[src/rtl/i2c_mbx_pkg.sv]
// ----------------------------------------------------------------------------
// i2c_mbx_pkg
// Shared codes and types of the i2c target mailbox: item kinds, result
// status codes and the control word that goes along with a memory read.
// ----------------------------------------------------------------------------
`default_nettype none

package i2c_mbx_pkg;

    // item kinds carried on the input tuser
    localparam logic [2:0] MODE_WR_REQ    = 3'd0;
    localparam logic [2:0] MODE_RX_BYTE   = 3'd1;
    localparam logic [2:0] MODE_RD_REQ    = 3'd2;
    localparam logic [2:0] MODE_RD_DONE   = 3'd3;
    localparam logic [2:0] MODE_STOP      = 3'd4;
    localparam logic [2:0] MODE_HOST_POP  = 3'd5;
    localparam logic [2:0] MODE_HOST_LOAD = 3'd6;

    // result status codes
    localparam logic [1:0] ST_OK       = 2'd0;
    localparam logic [1:0] ST_TRUNC    = 2'd1;
    localparam logic [1:0] ST_OVERFLOW = 2'd2;
    localparam logic [1:0] ST_EMPTY    = 2'd3;

    // byte answered when nothing is available
    localparam logic [7:0] NO_BYTE = 8'hFF;

    // smallest message length that raises notify
    localparam int MIN_MSG_BYTES = 2;

    // result control word, travels with the memory read of the same item
    typedef struct packed {
        logic       rx_rd;
        logic       tx_rd;
        logic [1:0] status;
        logic       notify;
    } res_meta_t;

endpackage

`default_nettype wire

[src/rtl/i2c_mbx_ram.sv]
// ----------------------------------------------------------------------------
// i2c_mbx_ram
// Byte-wide simple dual-port memory, one write and one registered read port.
// ----------------------------------------------------------------------------
`default_nettype none

module i2c_mbx_ram #(
    parameter int DEPTH = 256,
    parameter int AW    = 8
) (
    input  wire logic          clk,
    input  wire logic          we,
    input  wire logic [AW-1:0] waddr,
    input  wire logic [7:0]    wdata,
    input  wire logic          re,
    input  wire logic [AW-1:0] raddr,
    output logic      [7:0]    rdata
);

    logic [7:0] mem [DEPTH];

    always_ff @(posedge clk)
    begin
        if (we)
        begin
            mem[waddr] <= wdata;
        end
        if (re)
        begin
            rdata <= mem[raddr];
        end
    end

endmodule

`default_nettype wire

[src/rtl/i2c_mbx_ctrl.sv]
// ----------------------------------------------------------------------------
// i2c_mbx_ctrl
// Pointer and flag registers of the mailbox. Decodes each accepted item,
// issues the buffer write or read and forms the result control word.
// ----------------------------------------------------------------------------
`default_nettype none

module i2c_mbx_ctrl #(
    parameter int BUFFER_BYTES = 256,
    parameter int AW           = 8,
    parameter int CW           = 9,
    parameter int LW           = 10
) (
    input  wire logic                   clk,
    input  wire logic                   rst_n,
    input  wire logic                   accept,
    input  wire logic [2:0]             mode,
    input  wire logic                   last_byte,
    output logic                        rx_we,
    output logic      [AW-1:0]          rx_waddr,
    output logic                        rx_re,
    output logic      [AW-1:0]          rx_raddr,
    output logic                        tx_we,
    output logic      [AW-1:0]          tx_waddr,
    output logic                        tx_re,
    output logic      [AW-1:0]          tx_raddr,
    output i2c_mbx_pkg::res_meta_t      meta
);

    import i2c_mbx_pkg::*;

    localparam logic [CW-1:0] BUF_CNT  = CW'(BUFFER_BYTES);
    localparam logic [LW-1:0] BUF_LCNT = LW'(BUFFER_BYTES);
    localparam logic [LW-1:0] OVF_LCNT = LW'(BUFFER_BYTES + 1);
    localparam logic [CW-1:0] MIN_LEN  = CW'(MIN_MSG_BYTES);

    logic [CW-1:0] rx_len_reg, rx_len_next;
    logic [CW-1:0] pop_ptr_reg, pop_ptr_next;
    logic [CW-1:0] tx_len_reg, tx_len_next;
    logic [CW-1:0] tx_ptr_reg, tx_ptr_next;
    logic [LW-1:0] load_cnt_reg, load_cnt_next;
    logic          rd_phase_reg, rd_phase_next;
    logic          trunc_reg, trunc_next;
    logic          tx_avail;

    assign tx_avail = (tx_ptr_reg < tx_len_reg);

    assign rx_waddr = rx_len_reg[AW-1:0];
    assign rx_raddr = pop_ptr_reg[AW-1:0];
    assign tx_waddr = load_cnt_reg[AW-1:0];
    assign tx_raddr = tx_ptr_reg[AW-1:0];

    always_comb
    begin
        rx_len_next   = rx_len_reg;
        pop_ptr_next  = pop_ptr_reg;
        tx_len_next   = tx_len_reg;
        tx_ptr_next   = tx_ptr_reg;
        load_cnt_next = load_cnt_reg;
        rd_phase_next = rd_phase_reg;
        trunc_next    = trunc_reg;
        rx_we         = 1'b0;
        rx_re         = 1'b0;
        tx_we         = 1'b0;
        tx_re         = 1'b0;
        meta          = '{rx_rd: 1'b0, tx_rd: 1'b0, status: ST_OK, notify: 1'b0};

        unique case (mode)
            MODE_WR_REQ:
            begin
                rd_phase_next = 1'b0;
                trunc_next    = 1'b0;
                pop_ptr_next  = '0;
                rx_len_next   = '0;
            end
            MODE_RX_BYTE:
            begin
                if (rx_len_reg < BUF_CNT)
                begin
                    rx_we       = accept;
                    rx_len_next = rx_len_reg + 1'b1;
                end
                else
                begin
                    trunc_next  = 1'b1;
                    meta.status = ST_TRUNC;
                end
            end
            MODE_RD_REQ, MODE_RD_DONE:
            begin
                if (mode == MODE_RD_REQ)
                begin
                    rd_phase_next = 1'b1;
                end
                if (tx_avail)
                begin
                    tx_re       = accept;
                    meta.tx_rd  = 1'b1;
                    tx_ptr_next = tx_ptr_reg + 1'b1;
                end
            end
            MODE_STOP:
            begin
                if (!rd_phase_reg)
                begin
                    meta.notify = !trunc_reg && (rx_len_reg >= MIN_LEN);
                end
                else if (tx_ptr_reg == tx_len_reg)
                begin
                    tx_len_next = '0;
                    tx_ptr_next = '0;
                end
            end
            MODE_HOST_POP:
            begin
                if (pop_ptr_reg < rx_len_reg)
                begin
                    rx_re        = accept;
                    meta.rx_rd   = 1'b1;
                    pop_ptr_next = pop_ptr_reg + 1'b1;
                end
                else
                begin
                    meta.status = ST_EMPTY;
                end
            end
            MODE_HOST_LOAD:
            begin
                // first byte of a load hides the old message from the bus
                if (load_cnt_reg == '0)
                begin
                    tx_len_next = '0;
                    tx_ptr_next = '0;
                end
                if (load_cnt_reg < BUF_LCNT)
                begin
                    tx_we         = accept;
                    load_cnt_next = load_cnt_reg + 1'b1;
                end
                else
                begin
                    load_cnt_next = OVF_LCNT;
                    meta.status   = ST_OVERFLOW;
                end
                if (last_byte)
                begin
                    tx_len_next   = (load_cnt_next <= BUF_LCNT) ? load_cnt_next[CW-1:0] : '0;
                    tx_ptr_next   = '0;
                    load_cnt_next = '0;
                end
            end
            default:
            begin
            end
        endcase
    end

    always_ff @(posedge clk or negedge rst_n)
    begin
        if (!rst_n)
        begin
            rx_len_reg   <= '0;
            pop_ptr_reg  <= '0;
            tx_len_reg   <= '0;
            tx_ptr_reg   <= '0;
            load_cnt_reg <= '0;
            rd_phase_reg <= 1'b0;
            trunc_reg    <= 1'b0;
        end
        else if (accept)
        begin
            rx_len_reg   <= rx_len_next;
            pop_ptr_reg  <= pop_ptr_next;
            tx_len_reg   <= tx_len_next;
            tx_ptr_reg   <= tx_ptr_next;
            load_cnt_reg <= load_cnt_next;
            rd_phase_reg <= rd_phase_next;
            trunc_reg    <= trunc_next;
        end
    end

endmodule

`default_nettype wire

[src/rtl/i2c_target_mailbox.sv]
// ----------------------------------------------------------------------------
// i2c_target_mailbox
// Bus-side i2c target mailbox: a receive buffer the bus fills and the host
// pops, and a transmit buffer the host loads and the bus reads back.
// ----------------------------------------------------------------------------
// Every input item gives exactly one result item. Bus events and host bytes
// come in on the s_ side, the kind of event on s_tuser; one item is taken
// per clock unless the result side stalls. A result passes the registered
// buffer read and then the output register. Throughput is one item per
// cycle while m_tready stays high, set by the single read and single write
// port of each buffer; each item touches at most one port of one buffer.
// Pointers and flags live in flip-flops and are updated at accept time, so
// a byte written by one item is visible to a read by the very next item.
// While the output register holds a result the pipeline still takes an item
// as long as the read stage is free. Buffer contents are not cleared by
// reset; only entries below the committed lengths are ever read.
// ----------------------------------------------------------------------------
`default_nettype none

module i2c_target_mailbox #(
    parameter int BUFFER_BYTES = 256
) (
    input  wire logic       clk,
    input  wire logic       rst_n,
    // input items
    input  wire logic       s_tvalid,
    output logic            s_tready,
    input  wire logic [7:0] s_tdata,   // [7:0] data_in
    input  wire logic [2:0] s_tuser,   // [2:0] mode
    input  wire logic       s_tlast,   // last_byte
    // result items
    output logic            m_tvalid,
    input  wire logic       m_tready,
    output logic      [7:0] m_tdata,   // [7:0] data_out
    output logic      [2:0] m_tuser    // [1:0] status, [2] notify
);

    import i2c_mbx_pkg::*;

    localparam int AW = (BUFFER_BYTES > 1) ? $clog2(BUFFER_BYTES) : 1;
    localparam int CW = $clog2(BUFFER_BYTES + 1);
    localparam int LW = $clog2(BUFFER_BYTES + 2);

    logic          accept;
    logic          s1_adv;

    // buffer ports
    logic          rx_we, rx_re, tx_we, tx_re;
    logic [AW-1:0] rx_waddr, rx_raddr, tx_waddr, tx_raddr;
    logic [7:0]    rx_q, tx_q;

    res_meta_t     meta;

    // read stage: control word waiting for the buffer data
    logic          s1_valid_reg;
    res_meta_t     s1_meta_reg;

    // output register
    logic          out_valid_reg;
    logic [7:0]    out_data_reg, out_data_next;
    logic [1:0]    out_status_reg;
    logic          out_notify_reg;

    // read stage moves on when the output register is free or being emptied
    assign s1_adv   = !out_valid_reg || m_tready;
    assign s_tready = !s1_valid_reg || s1_adv;
    assign accept   = s_tvalid && s_tready;

    i2c_mbx_ctrl #(
        .BUFFER_BYTES (BUFFER_BYTES),
        .AW           (AW),
        .CW           (CW),
        .LW           (LW)
    ) u_ctrl (
        .clk       (clk),
        .rst_n     (rst_n),
        .accept    (accept),
        .mode      (s_tuser),
        .last_byte (s_tlast),
        .rx_we     (rx_we),
        .rx_waddr  (rx_waddr),
        .rx_re     (rx_re),
        .rx_raddr  (rx_raddr),
        .tx_we     (tx_we),
        .tx_waddr  (tx_waddr),
        .tx_re     (tx_re),
        .tx_raddr  (tx_raddr),
        .meta      (meta)
    );

    // receive buffer: bus writes, host pops
    i2c_mbx_ram #(
        .DEPTH (BUFFER_BYTES),
        .AW    (AW)
    ) u_rx_ram (
        .clk   (clk),
        .we    (rx_we),
        .waddr (rx_waddr),
        .wdata (s_tdata),
        .re    (rx_re),
        .raddr (rx_raddr),
        .rdata (rx_q)
    );

    // transmit buffer: host loads, bus reads
    i2c_mbx_ram #(
        .DEPTH (BUFFER_BYTES),
        .AW    (AW)
    ) u_tx_ram (
        .clk   (clk),
        .we    (tx_we),
        .waddr (tx_waddr),
        .wdata (s_tdata),
        .re    (tx_re),
        .raddr (tx_raddr),
        .rdata (tx_q)
    );

    // read data is held by the ram until the next accepted read, which can
    // only happen once the read stage has moved on
    always_comb
    begin
        if (s1_meta_reg.rx_rd)
        begin
            out_data_next = rx_q;
        end
        else if (s1_meta_reg.tx_rd)
        begin
            out_data_next = tx_q;
        end
        else
        begin
            out_data_next = NO_BYTE;
        end
    end

    always_ff @(posedge clk or negedge rst_n)
    begin
        if (!rst_n)
        begin
            s1_valid_reg  <= 1'b0;
            out_valid_reg <= 1'b0;
        end
        else
        begin
            if (s_tready)
            begin
                s1_valid_reg <= accept;
            end
            if (s1_adv)
            begin
                out_valid_reg <= s1_valid_reg;
            end
        end
    end

    // payload registers
    always_ff @(posedge clk)
    begin
        if (accept)
        begin
            s1_meta_reg <= meta;
        end
        if (s1_adv && s1_valid_reg)
        begin
            out_data_reg   <= out_data_next;
            out_status_reg <= s1_meta_reg.status;
            out_notify_reg <= s1_meta_reg.notify;
        end
    end

    assign m_tvalid = out_valid_reg;
    assign m_tdata  = out_data_reg;
    assign m_tuser  = {out_notify_reg, out_status_reg};

`ifndef ASSERT_OFF
    // notify only comes with a clean status
    a_notify_ok: assert property (@(posedge clk) disable iff (!rst_n)
        (m_tvalid && m_tuser[2]) |-> (m_tuser[1:0] == ST_OK))
        else $error("notify raised with a non-ok status");

    // an item never reads both buffers
    a_one_read: assert property (@(posedge clk) disable iff (!rst_n)
        s1_valid_reg |-> !(s1_meta_reg.rx_rd && s1_meta_reg.tx_rd))
        else $error("item reads both buffers");

    // an accepted item lands in the read stage
    a_accept_fill: assert property (@(posedge clk) disable iff (!rst_n)
        accept |=> s1_valid_reg)
        else $error("accepted item lost before read stage");

    // a blocked read stage keeps its item
    a_s1_hold: assert property (@(posedge clk) disable iff (!rst_n)
        (s1_valid_reg && !s1_adv) |=> (s1_valid_reg && $stable(s1_meta_reg)))
        else $error("read stage changed while blocked");
`endif

endmodule

`default_nettype wire

[config.mk]
export PLATFORM = sky130hd
export DESIGN_NAME = i2c_target_mailbox
export DESIGN_NICKNAME = d
export VERILOG_FILES = /design/src/rtl/i2c_mbx_pkg.sv /design/src/rtl/i2c_mbx_ram.sv /design/src/rtl/i2c_mbx_ctrl.sv /design/src/rtl/i2c_target_mailbox.sv
export SDC_FILE = /design/constraint.sdc
export NUM_CORES = 2
export LEC_CHECK = 0
export ABC_CLOCK_PERIOD_IN_PS = 3600
export BUFFER_PORTS_ARGS = -buffer_cell sky130_fd_sc_hd__buf_4
export CORE_MARGIN = 1
export CORE_UTILIZATION = 25
export DETAILED_ROUTE_END_ITERATION = 12
export GPL_TIMING_DRIVEN = 0
export PLACE_DENSITY = 0.38
export SYNTH_ARGS = -nofsm -noshare
export SYNTH_HDL_FRONTEND = slang
export SYNTH_SLANG_ARGS = --single-unit
[constraint.sdc]
create_clock -name clk -period 3.6 [get_ports clk]
set_input_delay 0.18 -clock clk [delete_from_list [all_inputs] [get_ports clk]]
set_output_delay 0.18 -clock clk [all_outputs]
set_load 0.01 [all_outputs]
==> out/metrics.cfg <==
[power_and_ir_drop]
power_density_nw_per_um2 = 731
ir_drop_mv = 0.427
finalPower_w = 0.146
power.leakage_nw = 59.9

[placed_design]
port-buffer-count = 26
dp_cells = 16538
dp_hpwl_microns = 466000
placed_area_sq_um = 176000
place.gp.congestion = 0.918

[clock_tree]
cts_sinks = 4177
htree_levels = 5
clock_latency_ps = 1070
clk_pin_slew_worst_paths_ps = 60
clock_path_buffers = 4
cts-root-buf = clkbuf_16
cts_tree = yes
cts_inserted_buffers = 449

[routing]
wl_met1_microns = 302000
dr_wl_met2_microns = 306000
dr.pass1.iters = 8
via_per_inst = 5.10
post_drt_wl_per_cell_microns = 39.3
wl_microns = 692000
drtIter0Drc = 12834
drc = 0
via_count = 89812
ant_nets = 0
routed.top_layer = met5
wl_met3_microns = 59300

[finish]
final_net_count = 8633
final_cell_count_no_fill = 17601
top_regs = u_rx_ram.mem (2048), u_tx_ram.mem (2048)
syn_to_final_growth_pct = 23.1
fin_area_sq_um = 200000
final_util = 0.310
drive_above_1_share = 0.340

[logic_synthesis]
syn_area_per_cell_sq_um = 20.8
synth-async-reset-ratio = 0.0117
synth.most_common_cell = edfxtp_1
synth_top_area_share = 0.762
synth_nets = 7859
ys.warnings.count = 0
seq_area_frac_synth = 0.770
synth_cell_type_count = 68
synthTopCellsByCount = edfxtp_1 (4,128), mux4_2 (947), nor2_1 (621), mux2i_1 (348), nand2_1 (198)
synth_cells = 7816
synth-edff-count = 4128
syn_area_sq_um = 163000
yosysTopAreaCell = edfxtp_1
ys_ff_latch = 4177
synthTopCellsByArea = edfxtp_1 (76%), mux4_2 (13%), mux2i_1 (2.1%)
synth_ff_type = edfxtp_1

[sta]
final_hold_viol_count = 0
slew_viol_final = 0
setup_slack_ps = -227
rsz0062_at_grt = true
min_period_ps = 3830
skew_ps = 73.1
finalSetupViolations = 233
holdWs_ps = 82.9
tightest_slew_ps = 1350
clock.fmax_mhz = 261
period_share = 1.06
slew_headroom = 0.0963

[die]
die_area_sq_um = 654000
core_area_sq_um = 647000
initial_core_util = 0.252
die_height_microns = 809
die_x_microns = 809
rows = 295
ios = 29

[critical_path]
cp.arrival_ps = 4500
path_class = register to register
cp.required_ps = 4270
critPathMaxStageDelay_ps = 760
timing.critical_path.cells = clkbuf_1 -> nor2_1 -> nand2_1 -> clkbuf_2 -> buf_16 -> nor2_1
critPathLaunchType = register
end_kind = register
crit_fanout = 9
worst_path_most_repeated_cell = nor2_1
slowest_stage = nor2_1

[status]
violations = setup timing
outcome = complete, but fails checks

[grt]
grt_pass1_vias = 88607
grt_usage = 0.205
grt_start_max_net_pins = 137
grt_antenna_before_repair = 74
overflow = 0
grt_pass1_wl_microns = 891000

[min_path]
hold_class = primary input to register

[run]
maxCapViolCount = 0

[per-stage QoR]
step | setup slack (ps) | setup TNS (ps)
after global routing | -129 | -10700
after CTS | -274 | -70000
final | -227 | -16770
after detailed placement | -2630 | -5148800
after global placement | -3880 | -
after floorplan | 608 | 0
[routing by layer]
layer / up-vias / GRT usage
li1: 34274 / -
met1: 50026 / 0.292
met2: 4507 / 0.310
met3: 979 / 0.0468
met4: 26 / 0.0654
met5: - / 0
[placed cells by master (no fill, tap or decap), drive strengths merged, types with 21 or more instances in the layout]
master / count
a211oi: 27
a21oi: 90
a221oi: 81
a22oi: 174
buf: 590
bufinv: 41
clkbuf: 736
clkinv: 194
dfrtp: 49
dlygate4sd3: 21
edfxtp: 4128
ha: 27
inv: 58
mux2i: 348
mux4: 947
nand2: 198
nand3: 90
nor2: 622
nor2b: 28
nor3: 25
o211ai: 52
o21ai: 135
o22ai: 35
[final timing paths]
kind / from / end / slack, ps / depth (start not counted)
hold / removal: s_tdata[2] / u_tx_ram.mem[109][2]$_DFFE_PP_ / 80 / 2
min in group asynchronous: rst_n / s1_valid_reg$_DFFE_PN0N_ / 190 / 4
setup reg to reg: u_ctrl.rx_len_reg[3]$_DFFE_PN0P_ / u_rx_ram.mem[179][1]$_DFFE_PP_ / -230 / 6
hold reg to reg: s1_valid_reg$_DFFE_PN0N_ / m_tvalid$_DFFE_PN0P_ / 500 / 1
max in group asynchronous: rst_n / u_ctrl.rx_len_reg[1]$_DFFE_PN0P_ / 3010 / 4
setup / recovery: u_ctrl.rx_len_reg[3]$_DFFE_PN0P_ / u_rx_ram.mem[179][1]$_DFFE_PP_ / -230 / 6
[worst max-delay path, delay by kind of cell (launching register included)]
kind	cells	cell delay [ps]
AND/OR/NAND/NOR	3	1930
buffers and inverters	3	1080
flip-flops	1	350
[logic make-up after synthesis]
family                   count (synthesis)  share of synthesized area
flip-flops                            4177                      0.770
multiplexers                          1313                      0.154
AND/OR/NAND/NOR                       1063                     0.0276
AO/OA/AOI/OAI                          717                     0.0307
buffers and inverters                  505                     0.0154
adder cells (fa/ha/maj)                 27                    0.00208
XOR/XNOR                                14                   0.000754
[where the power goes]
group	internal [W]	switching (W)	total, W
clock network	0.0261	0.0201	0.0463
logic	0.0166	0.0296	0.0462
registers	0.0536	0.000149	0.0538
total	0.0964	0.0499	0.146
[repair_timing]
item | CTS | global route
resized for setup | 1828 | 222
buffers inserted | 110 | 87
endpoints found under the setup margin | 4141 | 3044
hold buffers | 22 | 0
pin swaps | 63 | 59
hold endpoints to repair | 1340 | 0
gates cloned | 1 | 1
[cell type report]
cell class              instances  area [sq um]
clock buffers                 567         11800
repair buffers                330          4710
multi-input cells            3134         39500
well taps                    8613         10800
plain buffers                 452          5480
diodes                         20          50.0
fillers                     62418        446000
clock inverters               262          2510
flip-flops and latches       4177        125000
inverters                      46           190
Power figures use the tool's default switching activity.
